[src/sv/upi_pkg.sv]
package upi_pkg;

  localparam int CORDIC_STEPS_DEF = 16;
  localparam int ANGLE_BITS_DEF   = 16;

  localparam int XY_W = 36;
  localparam int Z_W  = 34;

  localparam logic [29:0] GAIN_INV     = 30'd652032874;
  localparam logic [29:0] TURN_PER_RAD = 30'd683565276;

  typedef struct packed {
    logic load;
    logic vector_mode;
  } cordic_ctl_t;

  function automatic logic [31:0] atan_entry(input logic [4:0] idx, input int angle_bits);
    logic [31:0] t;
    logic [31:0] mask;
    case (idx)
      5'd0:  t = 32'h20000000;
      5'd1:  t = 32'h12E4051E;
      5'd2:  t = 32'h09FB385B;
      5'd3:  t = 32'h051111D4;
      5'd4:  t = 32'h028B0D43;
      5'd5:  t = 32'h0145D7E1;
      5'd6:  t = 32'h00A2F61E;
      5'd7:  t = 32'h00517C55;
      5'd8:  t = 32'h0028BE53;
      5'd9:  t = 32'h00145F2F;
      5'd10: t = 32'h000A2F98;
      5'd11: t = 32'h000517CC;
      5'd12: t = 32'h00028BE6;
      5'd13: t = 32'h000145F3;
      5'd14: t = 32'h0000A2FA;
      5'd15: t = 32'h0000517D;
      5'd16: t = 32'h000028BE;
      5'd17: t = 32'h0000145F;
      5'd18: t = 32'h00000A30;
      5'd19: t = 32'h00000518;
      5'd20: t = 32'h0000028C;
      5'd21: t = 32'h00000146;
      5'd22: t = 32'h000000A3;
      5'd23: t = 32'h00000051;
      5'd24: t = 32'h00000029;
      5'd25: t = 32'h00000014;
      5'd26: t = 32'h0000000A;
      5'd27: t = 32'h00000005;
      5'd28: t = 32'h00000003;
      5'd29: t = 32'h00000001;
      5'd30: t = 32'h00000001;
      default: t = 32'h00000000;
    endcase
    mask = 32'hFFFF_FFFF << (32 - angle_bits);
    return t & mask;
  endfunction

endpackage

[src/sv/upi_cordic.sv]
module upi_cordic #(
  parameter int CORDIC_STEPS = upi_pkg::CORDIC_STEPS_DEF,
  parameter int ANGLE_BITS   = upi_pkg::ANGLE_BITS_DEF
) (
  input  logic                              clk,
  input  logic                              rst,
  input  upi_pkg::cordic_ctl_t              ctl,
  input  logic signed [upi_pkg::XY_W-1:0]   x0,
  input  logic signed [upi_pkg::XY_W-1:0]   y0,
  input  logic signed [upi_pkg::Z_W-1:0]    z0,
  output logic signed [upi_pkg::XY_W-1:0]   x,
  output logic signed [upi_pkg::XY_W-1:0]   y,
  output logic signed [upi_pkg::Z_W-1:0]    z,
  output logic                              done
);
  import upi_pkg::*;

  localparam int IW = (CORDIC_STEPS > 1) ? $clog2(CORDIC_STEPS) : 1;
  localparam logic [IW-1:0] LAST = IW'(CORDIC_STEPS - 1);

  logic [IW-1:0] i;
  logic          busy;
  logic          mode;
  logic signed [XY_W-1:0] dx, dy;
  logic signed [Z_W-1:0]  t;
  logic                   dir;

  always_comb begin
    dx  = y >>> i;
    dy  = x >>> i;
    t   = Z_W'(atan_entry(5'(i), ANGLE_BITS));
    dir = mode ? y[XY_W-1] : ~z[Z_W-1];
  end

  always_ff @(posedge clk) begin
    if (rst) begin
      busy <= 1'b0;
      done <= 1'b0;
      i    <= '0;
    end else begin
      done <= 1'b0;
      if (ctl.load) begin
        x    <= x0;
        y    <= y0;
        z    <= z0;
        mode <= ctl.vector_mode;
        i    <= '0;
        busy <= 1'b1;
      end else if (busy) begin
        if (dir) begin
          x <= x - dx;
          y <= y + dy;
          z <= z - t;
        end else begin
          x <= x + dx;
          y <= y - dy;
          z <= z + t;
        end
        if (i == LAST) begin
          busy <= 1'b0;
          done <= 1'b1;
        end else begin
          i <= i + 1'b1;
        end
      end
    end
  end

endmodule

[src/sv/unicycle_pose_integrator_top.sv]
// a new item is taken only in S_IDLE, once the last result is out; the pace is set by the shared cordic
// unit run twice per item and the single shared multiplier used seven times
// the first item after reset only loads the start pose and gives no result
// reset: synchronous, active high; pose, started, state, out_valid and config regs
module unicycle_pose_integrator_top #(
  parameter int CORDIC_STEPS = upi_pkg::CORDIC_STEPS_DEF,
  parameter int ANGLE_BITS   = upi_pkg::ANGLE_BITS_DEF
) (
  input  logic               clk,
  input  logic               rst,
  input  logic               cfg_valid,
  output logic               cfg_ready,
  input  logic [2:0]         cfg_index,
  input  logic [31:0]        cfg_data,
  input  logic               in_valid,
  output logic               in_ready,
  input  logic signed [23:0] linear_velocity,
  input  logic signed [23:0] angular_velocity,
  input  logic [23:0]        elapsed_time,
  output logic               out_valid,
  input  logic               out_ready,
  output logic signed [31:0] pose_x,
  output logic signed [31:0] pose_y,
  output logic [15:0]        pose_heading,
  output logic signed [31:0] lateral_error,
  output logic signed [15:0] heading_error
);
  import upi_pkg::*;

  localparam logic [2:0] REG_RADIUS  = 3'd0;
  localparam logic [2:0] REG_START_X = 3'd1;
  localparam logic [2:0] REG_START_Y = 3'd2;
  localparam logic [2:0] REG_START_H = 3'd3;

  typedef enum logic [3:0] {
    S_IDLE, S_MV, S_MW, S_MA, S_MB, S_HD, S_CS, S_MC, S_MS, S_PY, S_PO, S_ML, S_FIN
  } state_t;

  state_t state;

  logic [30:0]        radius;
  logic signed [31:0] start_x, start_y;
  logic [15:0]        start_h;
  logic signed [31:0] pos_x, pos_y;
  logic [15:0]        heading;
  logic               started;

  logic signed [23:0] v_r, w_r;
  logic [23:0]        dt_r;
  logic [31:0]        dist_mag;
  logic               dist_neg;
  logic [23:0]        m_lo;
  logic               w_neg;
  logic [53:0]        acc;
  logic [15:0]        hnext;
  logic               flip;

  logic [33:0] mul_a;
  logic [31:0] mul_b;
  logic [65:0] prod;

  cordic_ctl_t            cctl;
  logic signed [XY_W-1:0] cx0, cy0, cx, cy;
  logic signed [Z_W-1:0]  cz0, cz;
  logic                   cdone;

  upi_cordic #(.CORDIC_STEPS(CORDIC_STEPS), .ANGLE_BITS(ANGLE_BITS)) u_cordic (
    .clk(clk), .rst(rst), .ctl(cctl), .x0(cx0), .y0(cy0), .z0(cz0),
    .x(cx), .y(cy), .z(cz), .done(cdone)
  );

  function automatic logic signed [31:0] sat32(input logic signed [XY_W-1:0] a);
    if (a > XY_W'(signed'(32'sh7FFF_FFFF))) return 32'sh7FFF_FFFF;
    if (a < XY_W'(signed'(32'sh8000_0000))) return 32'sh8000_0000;
    return a[31:0];
  endfunction

  logic [23:0]            v_mag, w_mag;
  logic signed [XY_W-1:0] c_val, s_val, c_abs, s_abs;
  logic [33:0]            dmag;
  logic signed [XY_W-1:0] dval;
  logic signed [31:0]     new_x, new_y;
  logic [54:0]            hsum;
  logic [15:0]            delta;
  logic [31:0]            u_ang;
  logic                   u_flip;
  logic [33:0]            len;
  logic signed [XY_W-1:0] lat_full;
  logic [31:0]            ang, herr, herr_r;

  always_comb begin
    v_mag = v_r[23] ? 24'(-v_r) : v_r;
    w_mag = w_r[23] ? 24'(-w_r) : w_r;
    c_val = flip ? -cx : cx;
    s_val = flip ? -cy : cy;
    c_abs = c_val[XY_W-1] ? -c_val : c_val;
    s_abs = s_val[XY_W-1] ? -s_val : s_val;
    dmag  = 34'((prod[63:0] + 64'(1) * (64'd1 << 29)) >> 30);
    if (state == S_MS) dval = (dist_neg ^ c_val[XY_W-1]) ? -XY_W'(dmag) : XY_W'(dmag);
    else               dval = (dist_neg ^ s_val[XY_W-1]) ? -XY_W'(dmag) : XY_W'(dmag);
    new_x = sat32(XY_W'(pos_x) + dval);
    new_y = sat32(XY_W'(pos_y) + dval);
    hsum  = 55'(acc) + 55'((prod[53:0] + (54'd1 << 47)) >> 24);
    delta = hsum[39:24];
    u_ang  = {heading, 16'h0};
    u_flip = (u_ang[31:30] == 2'd1) || (u_ang[31:30] == 2'd2);
    len      = 34'((prod[63:0] + (64'd1 << 29)) >> 30);
    lat_full = XY_W'(len) - XY_W'(radius);
    ang    = (pos_x == 32'sd0 && pos_y == 32'sd0) ? 32'd0 : cz[31:0];
    herr   = ang + 32'h4000_0000 - {heading, 16'h0};
    herr_r = herr + 32'h0000_8000;

    mul_a = '0;
    mul_b = '0;
    case (state)
      S_MV: begin mul_a = 34'(v_mag); mul_b = 32'(dt_r); end
      S_MW: begin mul_a = 34'(w_mag); mul_b = 32'(dt_r); end
      S_MA: begin mul_a = 34'(prod[47:24]); mul_b = 32'(TURN_PER_RAD); end
      S_MB: begin mul_a = 34'(m_lo); mul_b = 32'(TURN_PER_RAD); end
      S_MC: begin mul_a = 34'(dist_mag); mul_b = c_abs[31:0]; end
      S_MS: begin mul_a = 34'(dist_mag); mul_b = s_abs[31:0]; end
      S_ML, S_FIN: begin mul_a = cx[33:0]; mul_b = 32'(GAIN_INV); end
      default: ;
    endcase

    cctl = '0;
    cx0  = XY_W'(GAIN_INV);
    cy0  = '0;
    cz0  = Z_W'(signed'(u_flip ? (u_ang - 32'h8000_0000) : u_ang));
    case (state)
      S_HD: cctl.load = 1'b1;
      S_PY: begin
        cctl.load        = 1'b1;
        cctl.vector_mode = 1'b1;
        if (pos_x[31]) begin
          cx0 = -XY_W'(pos_x);
          cy0 = -XY_W'(new_y);
          cz0 = Z_W'(34'sh0_8000_0000);
        end else begin
          cx0 = XY_W'(pos_x);
          cy0 = XY_W'(new_y);
          cz0 = '0;
        end
      end
      default: ;
    endcase
  end

  assign in_ready  = (state == S_IDLE);
  assign cfg_ready = 1'b1;

  always_ff @(posedge clk) begin
    prod <= mul_a * mul_b;
    if (rst) begin
      state     <= S_IDLE;
      radius    <= 31'd65536;
      start_x   <= '0;
      start_y   <= '0;
      start_h   <= '0;
      pos_x     <= '0;
      pos_y     <= '0;
      heading   <= '0;
      started   <= 1'b0;
      out_valid <= 1'b0;
    end else begin
      if (out_valid && out_ready && state != S_FIN) out_valid <= 1'b0;
      if (cfg_valid) begin
        case (cfg_index)
          REG_RADIUS:  radius  <= cfg_data[30:0];
          REG_START_X: start_x <= cfg_data;
          REG_START_Y: start_y <= cfg_data;
          REG_START_H: start_h <= cfg_data[15:0];
          default: ;
        endcase
      end
      case (state)
        S_IDLE: begin
          if (in_valid) begin
            if (!started) begin
              pos_x   <= start_x;
              pos_y   <= start_y;
              heading <= start_h;
              started <= 1'b1;
            end else begin
              v_r   <= linear_velocity;
              w_r   <= angular_velocity;
              dt_r  <= elapsed_time;
              state <= S_MV;
            end
          end
        end
        S_MV: state <= S_MW;
        S_MW: begin
          dist_mag <= 32'((prod[47:0] + 48'h8000) >> 16);
          dist_neg <= v_r[23];
          w_neg    <= w_r[23];
          state    <= S_MA;
        end
        S_MA: begin
          m_lo  <= prod[23:0];
          state <= S_MB;
        end
        S_MB: begin
          acc   <= prod[53:0];
          state <= S_HD;
        end
        S_HD: begin
          hnext <= w_neg ? heading - delta : heading + delta;
          flip  <= u_flip;
          state <= S_CS;
        end
        S_CS: if (cdone) state <= S_MC;
        S_MC: state <= S_MS;
        S_MS: begin
          pos_x <= new_x;
          state <= S_PY;
        end
        S_PY: begin
          pos_y   <= new_y;
          heading <= hnext;
          state   <= S_PO;
        end
        S_PO: if (cdone) state <= S_ML;
        S_ML: state <= S_FIN;
        S_FIN: begin
          if (!out_valid || out_ready) begin
            out_valid     <= 1'b1;
            pose_x        <= pos_x;
            pose_y        <= pos_y;
            pose_heading  <= heading;
            lateral_error <= sat32(lat_full);
            heading_error <= herr_r[31:16];
            state         <= S_IDLE;
          end
        end
        default: state <= S_IDLE;
      endcase
    end
  end

endmodule

[config.mk]
export PLATFORM = sky130hd
export DESIGN_NAME = unicycle_pose_integrator_top
export DESIGN_NICKNAME = d
export VERILOG_FILES = /design/src/sv/upi_pkg.sv /design/src/sv/upi_cordic.sv /design/src/sv/unicycle_pose_integrator_top.sv
export SDC_FILE = /design/constraint.sdc
export NUM_CORES = 2
export LEC_CHECK = 0
export BUFFER_PORTS_ARGS = -buffer_cell sky130_fd_sc_hd__buf_2
export CORE_ASPECT_RATIO = 2
export CORE_MARGIN = 2
export CORE_UTILIZATION = 57
export CTS_BUF_LIST = sky130_fd_sc_hd__clkbuf_4 sky130_fd_sc_hd__clkbuf_8
export DETAILED_ROUTE_END_ITERATION = 16
export HOLD_SLACK_MARGIN = 0.03
export PLACE_DENSITY = 0.77
export SETUP_SLACK_MARGIN = 0.02
export SLEW_MARGIN = 20
export SYNTH_ARGS = -nofsm -noshare
export SYNTH_HDL_FRONTEND = slang
export SYNTH_SLANG_ARGS = --single-unit
export TNS_END_PERCENT = 1
[constraint.sdc]
create_clock -name clk -period 11.4 [get_ports clk]
set_input_delay 1.71 -clock clk [delete_from_list [all_inputs] [get_ports clk]]
set_output_delay 1.71 -clock clk [all_outputs]
set_load 0.1 [all_outputs]
==> results of run 1 <==
==> layer usage <==
metal | GRT usage (%) | overflow
met1 | 54.2 | 0
met2 | 86.7 | 24
met3 | 26.9 | 1
met4 | 66.0 | 24
met5 | 3.64 | 0
==> what timing repair did <==
action                                  CTS
gates resized for setup                   3
setup buffers                             0
hold buffers                              0
endpoints found under the setup margin    5
==> metrics by stage <==
step                hold slack, ns  utilization, %
floorplan                    0.404               -
global placement             0.412            62.7
detailed placement           0.420            62.7
CTS                          0.361            64.3
==> kinds of logic after synthesis <==
logic type | Yosys count
mux | 143
xor+xnor | 642
compound gates | 1787
buf+inv | 1872
flops | 687
other cells | 2
simple gates | 3045
fa+ha+maj | 1498
==> results.py, run 1 <==
metrics = {
    "logic_synthesis": {
        "avgSynthCellArea_um2": 8.68,
        "synthFlopType": "edfxtp_1",
        "synthMuxAreaShare_pct": 2.91,
        "synthTopCellsByArea": "fa_1, edfxtp_1, ha_1",
        "syn-instance-count": 9676,
        "yosys_warnings": 0,
        "ys_ff_latch": 687,
        "synth_common_cells": "nand2_1, inv_1, fa_1",
        "synth_compound_area_share_pct": 13.6,
        "syn_area_um2": 84000,
        "yosys.area_share.simple_pct": 16.2,
        "synth_edf_count": 406,
        "yosys.area.top_type": "fa_1",
        "seq_area_frac_synth_pct": 21.2,
        "synth_xor_area_share_pct": 6.76,
        "synth_fa_ha_area_share_pct": 30.9,
        "synth_top_cell_area_share_pct": 22.9,
        "synth_top_family_by_area": "adder cells",
        "synth_cell_type_count": 111,
        "synthArstFlopShare_pct": 0,
        "synth_most_common_cell": "nand2_1",
    },
    "placement": {
        "dp_cells": 12002,
        "dp_hpwl_um": 316000,
        "place_ws_ns": 0.00279,
        "gp_congestion": 1.15,
        "port_buffers": 241,
        "placed_area_um2": 92000,
    },
    "floorplanning": {
        "core.rowCount": 199,
        "start_util_pct": 57.3,
        "ios": 243,
        "fp.dieW_um": 275,
        "die_h_um": 547,
    },
    "cts": {
        "clock-sinks": 687,
        "cts_root_buf": "clkbuf_8",
        "cts_buffers": 97,
        "h-tree-depth": 3,
        "cts.path.max_buffers": 3,
    },
    "run_status": {
        "status": "aborted with a tool error",
        "error": "[ERROR GRT-0116] Global routing finished with congestion. Check the congestion regions in the DRC Viewer.",
        "failing_step": "global routing (5_1_grt)",
    },
    "global_route": {
        "grt_pass1_vias": 86722,
        "grt_pass1_wl_um": 623000,
        "grt_use_total_pct": 58.0,
        "grt.overflow.total": 49,
        "grt_max_degree": 90,
    },
}
==> run 2: changes to the inputs <==
CORE_ASPECT_RATIO = default   (was 2)
CORE_UTILIZATION = 40   (was 57)
CTS_BUF_LIST = default   (was sky130_fd_sc_hd__clkbuf_4 sky130_fd_sc_hd__clkbuf_8)
HOLD_SLACK_MARGIN = default   (was 0.03)
PLACE_DENSITY = default   (was 0.77)
PLACE_DENSITY_LB_ADDON = 0.15   (was default)
SETUP_SLACK_MARGIN = default   (was 0.02)
clock period = 14.8 ns   (was 11.4 ns; I/O delays follow)
==> results.py, run 2 <==
metrics = {
    "run_status": {
        "status": "finished clean",
    },
    "setup_path": {
        "slowest_delay_ns": 0.77,
        "startpoint_type": "register",
        "critPathRequiredTime_ns": 15.48,
        "cp_num_buf_inv": 9,
        "cp_top_family": "adder cells",
        "cp.arrival_ns": 13.63,
        "timing.rr.end": "prod[61]",
        "end_kind": "register",
        "critPathMaxFanout": 23,
        "crit_top_cell": "fa_1",
        "worst_path_max_delay_cell": "nor3b_1",
        "r2r-start": "u_cordic.y[1]",
        "r2r_slack_ns": 1.85,
        "crit_type": "register to register",
        "reg2reg_depth": 42,
    },
    "timing": {
        "rsz0062_at_grt": "false",
        "setup_viol": 0,
        "min_period_ns": 12.95,
        "maxSlewHeadroom_pct": 16.9,
        "fin_crit_sh_pct": 87.5,
        "slew_violations": 0,
        "setup_slack_ns": 1.85,
        "worstMarginPinSlew_ns": 1.25,
        "skew_ns": 0.108,
        "fmax_mhz": 77.2,
        "hold_violations": 0,
        "setup_tns_ns": 0,
    },
    "cells_and_area": {
        "area_growth_pct": 9.06,
        "drive_gt1_share_pct": 8.46,
        "largest_reg_flops": 64,
        "layout_common_cells": "nand2_1, inv_1, fa_1",
        "mostFrequentLayoutCell": "nand2_1",
        "nNetsFinal": 11306,
        "top_regs": "prod (64), acc (40)",
        "regMostFlops": "prod",
    },
    "min_path": {
        "min_delay_path_depth": 0,
        "whs_endpoint": "acc[4]",
        "worstHoldPathType": "register to register",
        "hold_start": "prod[4]",
    },
    "logic_synthesis": {
        "synthMuxAreaShare_pct": 2.91,
        "yosys.area_share.simple_pct": 16.2,
        "synth_xor_area_share_pct": 6.76,
        "synth_cell_type_count": 111,
        "synth_compound_area_share_pct": 13.6,
        "synth_common_cells": "nand2_1, inv_1, fa_1",
        "yosys_warnings": 0,
        "synth_most_common_cell": "nand2_1",
        "syn-instance-count": 9676,
        "synth_top_cell_area_share_pct": 22.9,
        "syn_area_um2": 84000,
        "avgSynthCellArea_um2": 8.68,
        "seq_area_frac_synth_pct": 21.2,
        "synthFlopType": "edfxtp_1",
        "synth_top_family_by_area": "adder cells",
        "ys_ff_latch": 687,
        "yosys.area.top_type": "fa_1",
        "synth_edf_count": 406,
        "synthArstFlopShare_pct": 0,
        "synthTopCellsByArea": "fa_1, edfxtp_1, ha_1",
        "synth_fa_ha_area_share_pct": 30.9,
    },
    "floorplanning": {
        "die_h_um": 462,
        "start_util_pct": 40.2,
        "die_area_um2": 214000,
        "coreArea_um2": 209000,
        "ios": 243,
        "fp.dieW_um": 462,
        "core.rowCount": 168,
    },
    "cts": {
        "cts_buffers": 83,
        "cts.path.max_buffers": 3,
        "cts_setup_buffers": 0,
        "clock-sinks": 687,
        "cts_resized": 0,
        "h-tree-depth": 3,
        "cts.clk_slew.worst_paths_ns": 0.06,
        "clock_latency_ns": 0.81,
        "cts_root_buf": "clkbuf_16",
        "holdBufCountCts": 0,
        "cts_tree": "yes",
    },
    "routing": {
        "ant_nets": 0,
        "vias": 72135,
        "wl_per_cell_um": 26.7,
        "wl_um": 336000,
        "firstDrtPassIters": 10,
        "avgViaCountPerCell": 5.74,
        "drc": 0,
        "drtIter0Drc": 7276,
    },
    "global_route": {
        "grt_max_degree": 158,
        "grt.overflow.total": 0,
        "grt_antenna_before_repair": 16,
        "grt_pass1_vias": 72281,
        "grt_use_total_pct": 30.9,
        "grt_pass1_wl_um": 489000,
    },
    "placement": {
        "port_buffers": 241,
        "dp_hpwl_um": 263000,
        "gp_congestion": 0.966,
        "place_ws_ns": 1.94,
    },
    "power_and_ir_drop": {
        "ir_drop_v": 0.000166,
        "power.density_nw_per_um2": 163,
        "p_leak_nw": 40.4,
    },
    "job": {
        "maxCapViolCount": 0,
    },
}
[run 2: cells by family (layout without fill, tap and decap cells)]
group | after synthesis | after routing
DFF | 687 | 687
muxes | 143 | 143
adders and majority gates | 1498 | 1498
other | 2 | 30
AOI/OAI and AO/OA | 1787 | 1787
xor gates and xnor gates | 642 | 642
buffers and inverters | 1872 | 1940
and+or+nand+nor | 3045 | 3045
[run 2: worst max-delay path by stage]
stage / from / end / slack [ns] / cells past startpoint
after floorplan: rst / heading_error[0] / 2.05 / 3
after CTS: u_cordic.y[1] / prod[61] / 1.87 / 42
after global placement: u_cordic.y[1] / prod[61] / 1.93 / 42
after global routing: u_cordic.y[0] / prod[61] / 1.03 / 42
final: u_cordic.y[1] / prod[61] / 1.85 / 42
after detailed placement: u_cordic.y[1] / prod[61] / 1.94 / 42
[run 2: cell type report]
type / count / area, µm²
inverter: 1363 / 5120
clock buffer: 115 / 2320
sequential: 687 / 17800
fill: 20690 / 118000
clock inverter: 41 / 566
antenna: 4 / 10.0
timing repair buffer: 421 / 2600
multi-input combinational: 7141 / 59700
tap: 2805 / 3510
[run 2: power by group]
part / switching (mW) / leakage, nW / internal [mW] / total, mW
sequential: 0.328 / 5.98 / 2.31 / 2.64
clock: 0.955 / 1.40 / 1.24 / 2.20
combinational: 7.03 / 33.0 / 3.12 / 10.1
[run 2: stage by stage]
stage / utilization (%) / instances / hold WS [ns] / total power [mW] / area, µm²
floorplan: - / 9700 / 0.404 / 8.63 / 84100
global placement: 42.4 / 12415 / 0.410 / 12.6 / 88700
detailed placement: 42.4 / 12416 / 0.413 / 12.6 / 88700
CTS: 43.8 / 12572 / 0.427 / 14.9 / 91600
global route: 43.8 / 12575 / 0.437 / 15.9 / 91600
finish: 43.8 / 12577 / 0.426 / 15.0 / 91600
[run 2: per-layer routing]
| metal | vias up | global-route usage [%] | routed length, µm |
|---|---|---|---|
| li1 | 32026 | - | - |
| met1 | 36433 | 39.4 | 134000 |
| met2 | 2977 | 49.9 | 155000 |
| met3 | 699 | 4.34 | 23700 |
| met4 | 0 | 18.4 | 23000 |
| met5 | - | 0 | 0 |
No activity file was read; power rests on OpenSTA's default activity.
